==> src/design/assert_macros.svh <==
// Assertion macros shared by the CSV tokenizer RTL.
// Each macro expands to one labeled concurrent assertion clocked on a rising edge.
`ifndef ASSERT_MACROS_SVH
`define ASSERT_MACROS_SVH

// The property must hold at every clock edge while out of reset.
`define ASSERT_ALWAYS(label, clk, rst_n, prop, msg) \
	label: assert property (@(posedge clk) disable iff (!rst_n) (prop)) else $error(msg);

// The consequent must hold in the same cycle as the antecedent.
`define ASSERT_IMPLIES(label, clk, rst_n, ante, cons, msg) \
	label: assert property (@(posedge clk) disable iff (!rst_n) (ante) |-> (cons)) \
		else $error(msg);

// The consequent must hold in the cycle after the antecedent.
`define ASSERT_NEXT(label, clk, rst_n, ante, cons, msg) \
	label: assert property (@(posedge clk) disable iff (!rst_n) (ante) |=> (cons)) \
		else $error(msg);

`endif

==> src/design/csvt_pkg.sv <==
// Package for the CSV stream tokenizer: request and result types, kind codes,
// character constants and the parser step struct. No dependencies.
package csvt_pkg;

	localparam int LEN_W = 13;
	localparam int COL_W = 16;
	localparam int ROW_W = 32;

	localparam logic [LEN_W-1:0] MAX_LEN_RESET = 13'd4096;

	localparam logic [1:0] KIND_CHAR      = 2'd0;
	localparam logic [1:0] KIND_FIELD_END = 2'd1;
	localparam logic [1:0] KIND_ERROR     = 2'd2;
	localparam logic [1:0] KIND_DONE      = 2'd3;

	localparam logic CMD_BYTE = 1'b0;
	localparam logic CMD_END  = 1'b1;

	localparam logic [7:0] CH_CR    = 8'h0D;
	localparam logic [7:0] CH_LF    = 8'h0A;
	localparam logic [7:0] CH_COMMA = 8'h2C;
	localparam logic [7:0] CH_QUOTE = 8'h22;

	typedef struct packed {
		logic       command;
		logic [7:0] in_byte;
	} in_item_t;

	typedef struct packed {
		logic [1:0]       kind;
		logic [7:0]       data_char;
		logic [ROW_W-1:0] row_index;
		logic [COL_W-1:0] col_index;
		logic [LEN_W-1:0] field_length;
		logic             row_ends;
	} out_item_t;

	// What the parser hands to the output stage for one request.
	typedef struct packed {
		logic      has_result;
		out_item_t item;
	} step_t;

endpackage

==> src/design/csvt_in_stage.sv <==
// Input register of the CSV tokenizer: holds one request until the parser takes it.
// Depends on csvt_pkg.
`include "assert_macros.svh"

module csvt_in_stage (
	input  logic              clk,
	input  logic              arst_n,
	input  logic              in_valid,
	output logic              in_stall,
	input  csvt_pkg::in_item_t in_data,
	input  logic              advance,
	output logic              valid_s1,
	output csvt_pkg::in_item_t data_s1
);
	import csvt_pkg::*;

	logic accept;

	// The held request leaves in the same cycle a new one may enter.
	assign in_stall = valid_s1 && !advance;
	assign accept   = in_valid && !in_stall;

	always_ff @(posedge clk or negedge arst_n) begin
		if (!arst_n) begin
			valid_s1 <= 1'b0;
		end else if (accept) begin
			valid_s1 <= 1'b1;
		end else if (advance) begin
			valid_s1 <= 1'b0;
		end
	end

	always_ff @(posedge clk) begin
		if (accept) begin
			data_s1 <= in_data;
		end
	end

	`ASSERT_IMPLIES(a_adv_needs_item, clk, arst_n, advance, valid_s1,
		"parser advanced with no request held")

endmodule

==> src/design/csvt_parser.sv <==
// Parse state, counters and the combinational step logic of the CSV tokenizer.
// Depends on csvt_pkg.
`include "assert_macros.svh"

module csvt_parser #(
	parameter int FIELD_MAX = 4096
) (
	input  logic                         clk,
	input  logic                         arst_n,
	input  logic                         take,
	input  csvt_pkg::in_item_t           item_s1,
	input  logic [csvt_pkg::LEN_W-1:0]   max_len,
	output csvt_pkg::step_t              step
);
	import csvt_pkg::*;

	typedef enum logic [2:0] {
		ST_START      = 3'd0,
		ST_QUOTED     = 3'd1,
		ST_QUOTE_SEEN = 3'd2,
		ST_PLAIN      = 3'd3,
		ST_AFTER_CR   = 3'd4,
		ST_ERROR      = 3'd5
	} pstate_t;

	// The length counter never passes the register's range, so a larger cap is moot.
	localparam int LEN_CAP_I = (FIELD_MAX > (2**LEN_W - 1)) ? (2**LEN_W - 1) : FIELD_MAX;
	localparam logic [LEN_W-1:0] LEN_CAP = LEN_CAP_I[LEN_W-1:0];

	pstate_t           state_q, state_d, plain_state;
	pstate_t           state_next;
	logic [ROW_W-1:0]  row_q, row_d;
	logic [COL_W-1:0]  col_q, col_d;
	logic [LEN_W-1:0]  len_q, len_d;
	logic [LEN_W-1:0]  limit;
	logic [7:0]        ch;
	logic              do_end, end_row, do_char, do_fail, do_done;
	logic              plain_end, plain_row, plain_char;

	assign ch    = item_s1.in_byte;
	assign limit = (max_len < LEN_CAP) ? max_len : LEN_CAP;

	// Handling of a byte outside quotes, shared by several states.
	always_comb begin
		plain_state = ST_PLAIN;
		plain_end   = 1'b0;
		plain_row   = 1'b0;
		plain_char  = 1'b0;
		case (ch)
			CH_CR:    plain_state = ST_AFTER_CR;
			CH_LF: begin
				plain_end = 1'b1;
				plain_row = 1'b1;
			end
			CH_QUOTE: plain_state = ST_QUOTED;
			CH_COMMA: plain_end = 1'b1;
			default:  plain_char = 1'b1;
		endcase
	end

	// Decide which action this request takes.
	always_comb begin
		state_d = state_q;
		do_end  = 1'b0;
		end_row = 1'b0;
		do_char = 1'b0;
		do_fail = 1'b0;
		do_done = 1'b0;
		if (item_s1.command == CMD_END) begin
			unique case (state_q)
				ST_START:                do_done = 1'b1;
				ST_PLAIN, ST_QUOTE_SEEN: do_end  = 1'b1;
				default:                 do_fail = 1'b1;
			endcase
		end else begin
			unique case (state_q)
				ST_START, ST_PLAIN: begin
					if (state_q == ST_START && ch == CH_QUOTE) begin
						state_d = ST_QUOTED;
					end else begin
						state_d = plain_state;
						do_end  = plain_end;
						end_row = plain_row;
						do_char = plain_char;
					end
				end
				ST_QUOTED: begin
					if (ch == CH_QUOTE) begin
						state_d = ST_QUOTE_SEEN;
					end else begin
						do_char = 1'b1;
					end
				end
				ST_QUOTE_SEEN: begin
					if (ch == CH_QUOTE) begin
						state_d = ST_QUOTED;
						do_char = 1'b1;
					end else begin
						state_d = plain_state;
						do_end  = plain_end;
						end_row = plain_row;
						do_char = plain_char;
					end
				end
				ST_AFTER_CR: begin
					if (ch == CH_LF) begin
						do_end  = 1'b1;
						end_row = 1'b1;
					end else begin
						do_fail = 1'b1;
					end
				end
				default: do_fail = 1'b1;
			endcase
		end
	end

	// Carry out the action: result fields and counter updates.
	always_comb begin
		pstate_t nxt;
		nxt   = state_d;
		row_d = row_q;
		col_d = col_q;
		len_d = len_q;
		step.has_result        = 1'b0;
		step.item.kind         = KIND_CHAR;
		step.item.data_char    = 8'd0;
		step.item.row_index    = row_q;
		step.item.col_index    = col_q;
		step.item.field_length = '0;
		step.item.row_ends     = 1'b0;
		if (do_fail || (do_char && len_q >= limit)) begin
			nxt             = ST_ERROR;
			step.has_result = 1'b1;
			step.item.kind  = KIND_ERROR;
		end else if (do_char) begin
			len_d                  = len_q + 1'b1;
			step.has_result        = 1'b1;
			step.item.data_char    = ch;
			step.item.field_length = len_q + 1'b1;
		end else if (do_end) begin
			nxt                    = ST_START;
			len_d                  = '0;
			step.has_result        = 1'b1;
			step.item.kind         = KIND_FIELD_END;
			step.item.field_length = len_q;
			step.item.row_ends     = end_row;
			if (end_row) begin
				col_d = '0;
				if (row_q != '1) begin
					row_d = row_q + 1'b1;
				end
			end else if (col_q != '1) begin
				col_d = col_q + 1'b1;
			end
		end else if (do_done) begin
			step.has_result = 1'b1;
			step.item.kind  = KIND_DONE;
		end
		state_next = nxt;
	end

	always_ff @(posedge clk or negedge arst_n) begin
		if (!arst_n) begin
			state_q <= ST_START;
			row_q   <= '0;
			col_q   <= '0;
			len_q   <= '0;
		end else if (take) begin
			state_q <= state_next;
			row_q   <= row_d;
			col_q   <= col_d;
			len_q   <= len_d;
		end
	end

	`ASSERT_NEXT(a_error_sticky, clk, arst_n, state_q == ST_ERROR, state_q == ST_ERROR,
		"parser left the error state")
	`ASSERT_NEXT(a_row_end_clears_col, clk, arst_n,
		take && step.has_result && step.item.kind == KIND_FIELD_END && step.item.row_ends,
		col_q == '0, "column not cleared after a row end")

endmodule

==> src/design/csvt_out_stage.sv <==
// Result register of the CSV tokenizer, drained by the downstream side.
// Depends on csvt_pkg.
`include "assert_macros.svh"

module csvt_out_stage (
	input  logic               clk,
	input  logic               arst_n,
	input  logic               load,
	input  csvt_pkg::out_item_t item,
	output logic               free,
	output logic               out_valid,
	input  logic               out_stall,
	output csvt_pkg::out_item_t out_data
);
	import csvt_pkg::*;

	logic      valid_s2;
	out_item_t data_s2;

	assign free      = !valid_s2 || !out_stall;
	assign out_valid = valid_s2;
	assign out_data  = data_s2;

	always_ff @(posedge clk or negedge arst_n) begin
		if (!arst_n) begin
			valid_s2 <= 1'b0;
		end else if (load) begin
			valid_s2 <= 1'b1;
		end else if (!out_stall) begin
			valid_s2 <= 1'b0;
		end
	end

	always_ff @(posedge clk) begin
		if (load) begin
			data_s2 <= item;
		end
	end

	`ASSERT_IMPLIES(a_no_overwrite, clk, arst_n, valid_s2 && out_stall, !load,
		"result register loaded while its result waits")

endmodule

==> src/design/csv_stream_tokenizer_unit.sv <==
// CSV stream tokenizer: one byte or end-of-input request in, at most one result out.
// A request is held in the input register; its result, if any, then in the result register.
// Throughput: one request per cycle while out_stall is low, as the parse state and counters update per request.
// Reset clears the parse state, row, column and length counters and the handshake
// valids, and returns the field length limit register to 4096; no clearing pass.
`include "assert_macros.svh"

module csv_stream_tokenizer_unit #(
	parameter int FIELD_MAX = 4096
) (
	input  logic                       clk,
	input  logic                       arst_n,
	input  logic                       in_valid,
	output logic                       in_stall,
	input  csvt_pkg::in_item_t         in_data,
	output logic                       out_valid,
	input  logic                       out_stall,
	output csvt_pkg::out_item_t        out_data,
	input  logic                       cfg_write,
	input  logic [csvt_pkg::LEN_W-1:0] cfg_data
);
	import csvt_pkg::*;

	logic [LEN_W-1:0] max_field_len_q;
	logic             valid_s1;
	in_item_t         data_s1;
	logic             free;
	logic             advance;
	step_t            step;

	always_ff @(posedge clk or negedge arst_n) begin
		if (!arst_n) begin
			max_field_len_q <= MAX_LEN_RESET;
		end else if (cfg_write) begin
			max_field_len_q <= cfg_data;
		end
	end

	assign advance = valid_s1 && free;

	csvt_in_stage u_in (
		.clk      (clk),
		.arst_n   (arst_n),
		.in_valid (in_valid),
		.in_stall (in_stall),
		.in_data  (in_data),
		.advance  (advance),
		.valid_s1 (valid_s1),
		.data_s1  (data_s1)
	);

	csvt_parser #(
		.FIELD_MAX (FIELD_MAX)
	) u_parser (
		.clk     (clk),
		.arst_n  (arst_n),
		.take    (advance),
		.item_s1 (data_s1),
		.max_len (max_field_len_q),
		.step    (step)
	);

	csvt_out_stage u_out (
		.clk       (clk),
		.arst_n    (arst_n),
		.load      (advance && step.has_result),
		.item      (step.item),
		.free      (free),
		.out_valid (out_valid),
		.out_stall (out_stall),
		.out_data  (out_data)
	);

endmodule
==> config.mk <==
export PLATFORM = sky130hd
export DESIGN_NAME = csv_stream_tokenizer_unit
export DESIGN_NICKNAME = d
export VERILOG_FILES = /design/src/design/csvt_pkg.sv /design/src/design/csvt_in_stage.sv /design/src/design/csvt_parser.sv /design/src/design/csvt_out_stage.sv /design/src/design/csv_stream_tokenizer_unit.sv
export VERILOG_INCLUDE_DIRS = /design/src /design/src/design
export SDC_FILE = /design/constraint.sdc
export NUM_CORES = 1
export LEC_CHECK = 0
export BUFFER_PORTS_ARGS = -buffer_cell sky130_fd_sc_hd__buf_4
export CAP_MARGIN = 20
export CORE_MARGIN = 5
export CORE_UTILIZATION = 52
export CTS_CLUSTER_SIZE = 10
export DETAILED_ROUTE_END_ITERATION = 16
export GPL_TIMING_DRIVEN = 0
export PLACE_DENSITY = 0.88
export SYNTH_ARGS = -nofsm -noshare
export SYNTH_HDL_FRONTEND = slang
export SYNTH_SLANG_ARGS = --single-unit
==> constraint.sdc <==
create_clock -name clk -period 4.7 [get_ports clk]
set_input_delay 0 -clock clk [delete_from_list [all_inputs] [get_ports clk]]
set_output_delay 0 -clock clk [all_outputs]
set_load 0.005 [all_outputs]
==> metrics.txt <==
status finished clean; Period minus WS final 3140 ps; grt ovf 0; multiplexer share of the synthesized area 0.0281; Least-Margin Pin Slew 930 ps; CTS max path bufs 2; Fin. Hold Viols 0; drt drc 0; fill count 1001; post-CTS resize count 0; f_max between 300 and 400 MHz; Final Max Slew Viols 0; first-pass GRT wire length 26.8 mm; largest net degree at the start of global routing 80; Worst Path Max Fanout 32; setup ws final 1560 ps; Initial Util 0.530; Arr. time, crit path 3260 ps; XOR/XNOR share of the synthesized area 0.0391; Final Net Count 826; num rows 43; FF-to-FF setup slack between 1500 and 2000 ps; layout cells sized above 1 0.219; Design Area, Final 0.00931 mm^2; gpl congestion approximately 0.9; RSZ-0062 raised after global routing no; postcts setup bufs 0; Ant. Diodes 0; period utilisation layout 0.669; Compound-Gate Fraction of Synth Area 0.103; Mapped Area between 0.007 and 0.008 mm^2; Clock Skew 11.7 ps; Worst setup SP type flip-flop; overall routing resource usage 0.203; main combinational cell family by area after synthesis simple AND/OR/NAND/NOR gates; reg2reg end u_out.out_data[24]; dpl ws approximately 1600 ps; Pleak 3.85 nW; Final Setup Violations 0; dpl hpwl 11.0 mm; Post-Synthesis Net Count 672; maximum vdd ir drop 207 uV; Via density roughly 5.7; CP Data Required Time 4820 ps; Reg2Reg Depth 8; ANT nets after route 0; H-Tree Level Count 4; hold path start cfg_write; Synth async-reset ratio 0.494; Yosys cell types 63; clk slew on worst S/H paths approximately 70 ps; Die Span Y 129 um; Setup Crit Path Kind flip-flop to flip-flop; drt wl/cell 16.6 um; Cell Area, Placed about 0.0084 mm^2; initial antenna violation count 0; WHS Endpoint max_field_len_q[12]; Post-synth EDFFs 81; Synth Instances 629; Synth Register Bits 160; Initial DRC Count between 500 and 600; reg-to-reg critical path startpoint u_parser.state_q[1]; predominant post-synthesis flop cell edfxtp_1; worst skew pair latency 430 ps; via count 5529; TritonCTS buffer count 17; die area 0.0166 mm^2; Min-Delay Path Class primary input to flip-flop; number of global-route vias before repair 5500; clock sinks 160; CTS root buf clkbuf_16; DRT Wirelength 16.2 mm; Worst Hold Path Cells 4; Worst slew margin 0.379; port bufs 100; post-synthesis adder-cell area fraction 0.0272; Layout area overhead 26.5%; register area share after synthesis 0.600; I/O pins 101; post-synthesis simple-gate area fraction 0.179; Synth Area per Inst ~12 um^2; drt first pass iters 5; power per cell area ~340 mW/mm^2; CP endpoint kind flip-flop; maximum capacitance violations 0; Die W 129 um; core area between 0.01 and 0.015 mm^2; Synth Warn # 0; CTS tree done; CP startpoint u_parser.state_q[1]
## repair_timing
action	4_1_cts	5_1_grt
endpoints found under the hold margin	102	9
hold buffers	30	1
endpoints found under the setup margin	0	0
## Yosys cell counts (all sizes together) (2+ instances only)
cell type	instances	share of area
a2111oi	2	0.0058
a211oi	6	0.0061
a21o	3	0.0031
a21oi	13	0.0088
a2bb2oi	2	0.0032
a31oi	31	0.026
and2	7	0.0060
and3	18	0.015
and4	4	0.0048
buf	7	0.0046
clkbuf	15	0.0077
dfrtp	78	0.27
edfxtp	81	0.33
ha	16	0.027
inv	22	0.011
mux2	13	0.020
mux2i	6	0.0082
nand2	72	0.037
nand2b	14	0.012
nand3	34	0.023
nand3b	6	0.0061
nand4	12	0.011
nor2	34	0.017
nor2b	5	0.0043
nor3	12	0.0088
nor3b	2	0.0020
nor4	7	0.0060
o21ai	20	0.014
o221a	2	0.0031
o22ai	2	0.0017
o31a	2	0.0024
o31ai	11	0.011
o32ai	2	0.0024
o41ai	3	0.0036
or2	3	0.0026
or3	13	0.012
or4	2	0.0020
xnor2	14	0.018
xor2	18	0.021
## report_power, final
group          internal [mW]  total [mW]  switching, mW
clock                  0.737        1.35          0.616
sequential              1.54        1.58         0.0349
combinational          0.131       0.263          0.132
total                   2.41        3.19          0.783
## layout make-up
cell class | count | area (um^2) | area share
flip-flops and latches | 160 | 4410 | 0.474
multi-input cells | 425 | 2780 | 0.299
repair buffers | 135 | 1130 | 0.122
clock buffers | 18 | 450 | 0.0484
well taps | 180 | 225 | 0.0242
clock inverters | 14 | 135 | 0.0145
plain buffers | 22 | 90.1 | 0.00968
inverters | 22 | 82.6 | 0.00887
## worst max-delay path, stage by stage, from the launching register on
cell      delay (ps)
dfrtp_1          410
clkbuf_1         340
o21ai_0          190
o221a_2          340
a21oi_1          420
a211oi_1         170
nor2_4           470
buf_12           260
buf_12           220
## stage by stage
| stage | utilization | total power, mW | TNS, ps | hold WS, ps | std cells |
|---|---|---|---|---|---|
| 6_report | 0.671 | 3.19 | 0 | 154 | 976 |
| 5_1_grt | 0.671 | 3.32 | 0 | 246 | 976 |
| 4_1_cts | 0.667 | 3.22 | 0 | 123 | 973 |
| 3_5_place_dp | 0.604 | 1.85 | 0 | 180 | 911 |
| 3_3_place_gp | 0.600 | 1.83 | -6720 | 179 | 909 |
| 2_1_floorplan | - | 1.71 | 0 | -296 | 629 |
## flip-flops by register name (all words and copies together) (netlist names)
register and flops:
u_out.out_data 72, u_parser.row_q 32, u_parser.col_q 16, max_field_len_q 13, u_parser.len_q 13, u_in.data_s1 9, u_parser.state_q 3, u_in.valid_s1 1
u_out.out_valid 1
## placed cells by master (no fill, tap or decap), drive strengths merged, types with 4 or more instances in the layout
cell / count
and2: 7
a211oi: 6
clkbuf: 33
nor2b: 5
a31oi: 31
o31ai: 11
inv: 33
dfrtp: 78
nand2b: 14
buf: 111
nand4: 12
nor2: 34
and4: 4
xor2: 18
or3: 13
and3: 18
nor4: 7
edfxtp: 81
nand3: 34
ha: 16
xnor2: 14
mux2: 13
nor3: 12
dlygate4sd3: 31
nand3b: 6
nand2: 72
mux2i: 6
o21ai: 20
a21oi: 13
## cells by family after synthesis
logic type / Yosys count
and+or+nand+nor: 249
DFF: 160
AOI/OAI and AO/OA: 109
buffers and inverters: 44
xor gates and xnor gates: 32
muxes: 19
adders and majority gates: 16
## worst max path at each step
stage                          to
6_report       u_out.out_data[24]
3_3_place_gp   u_out.out_data[44]
2_1_floorplan   u_out.out_data[0]
5_1_grt         u_out.out_data[6]
4_1_cts        u_out.out_data[24]
3_5_place_dp    u_out.out_data[6]
## routing by layer
| layer | track usage | routed length, um |
|---|---|---|
| met5 | 0 | 0 |
| met4 | 0.0649 | 223 |
| met3 | 0.0511 | 1010 |
| met2 | 0.337 | 8210 |
| met1 | 0.262 | 6800 |
No activity file was read; power rests on OpenSTA's default activity.
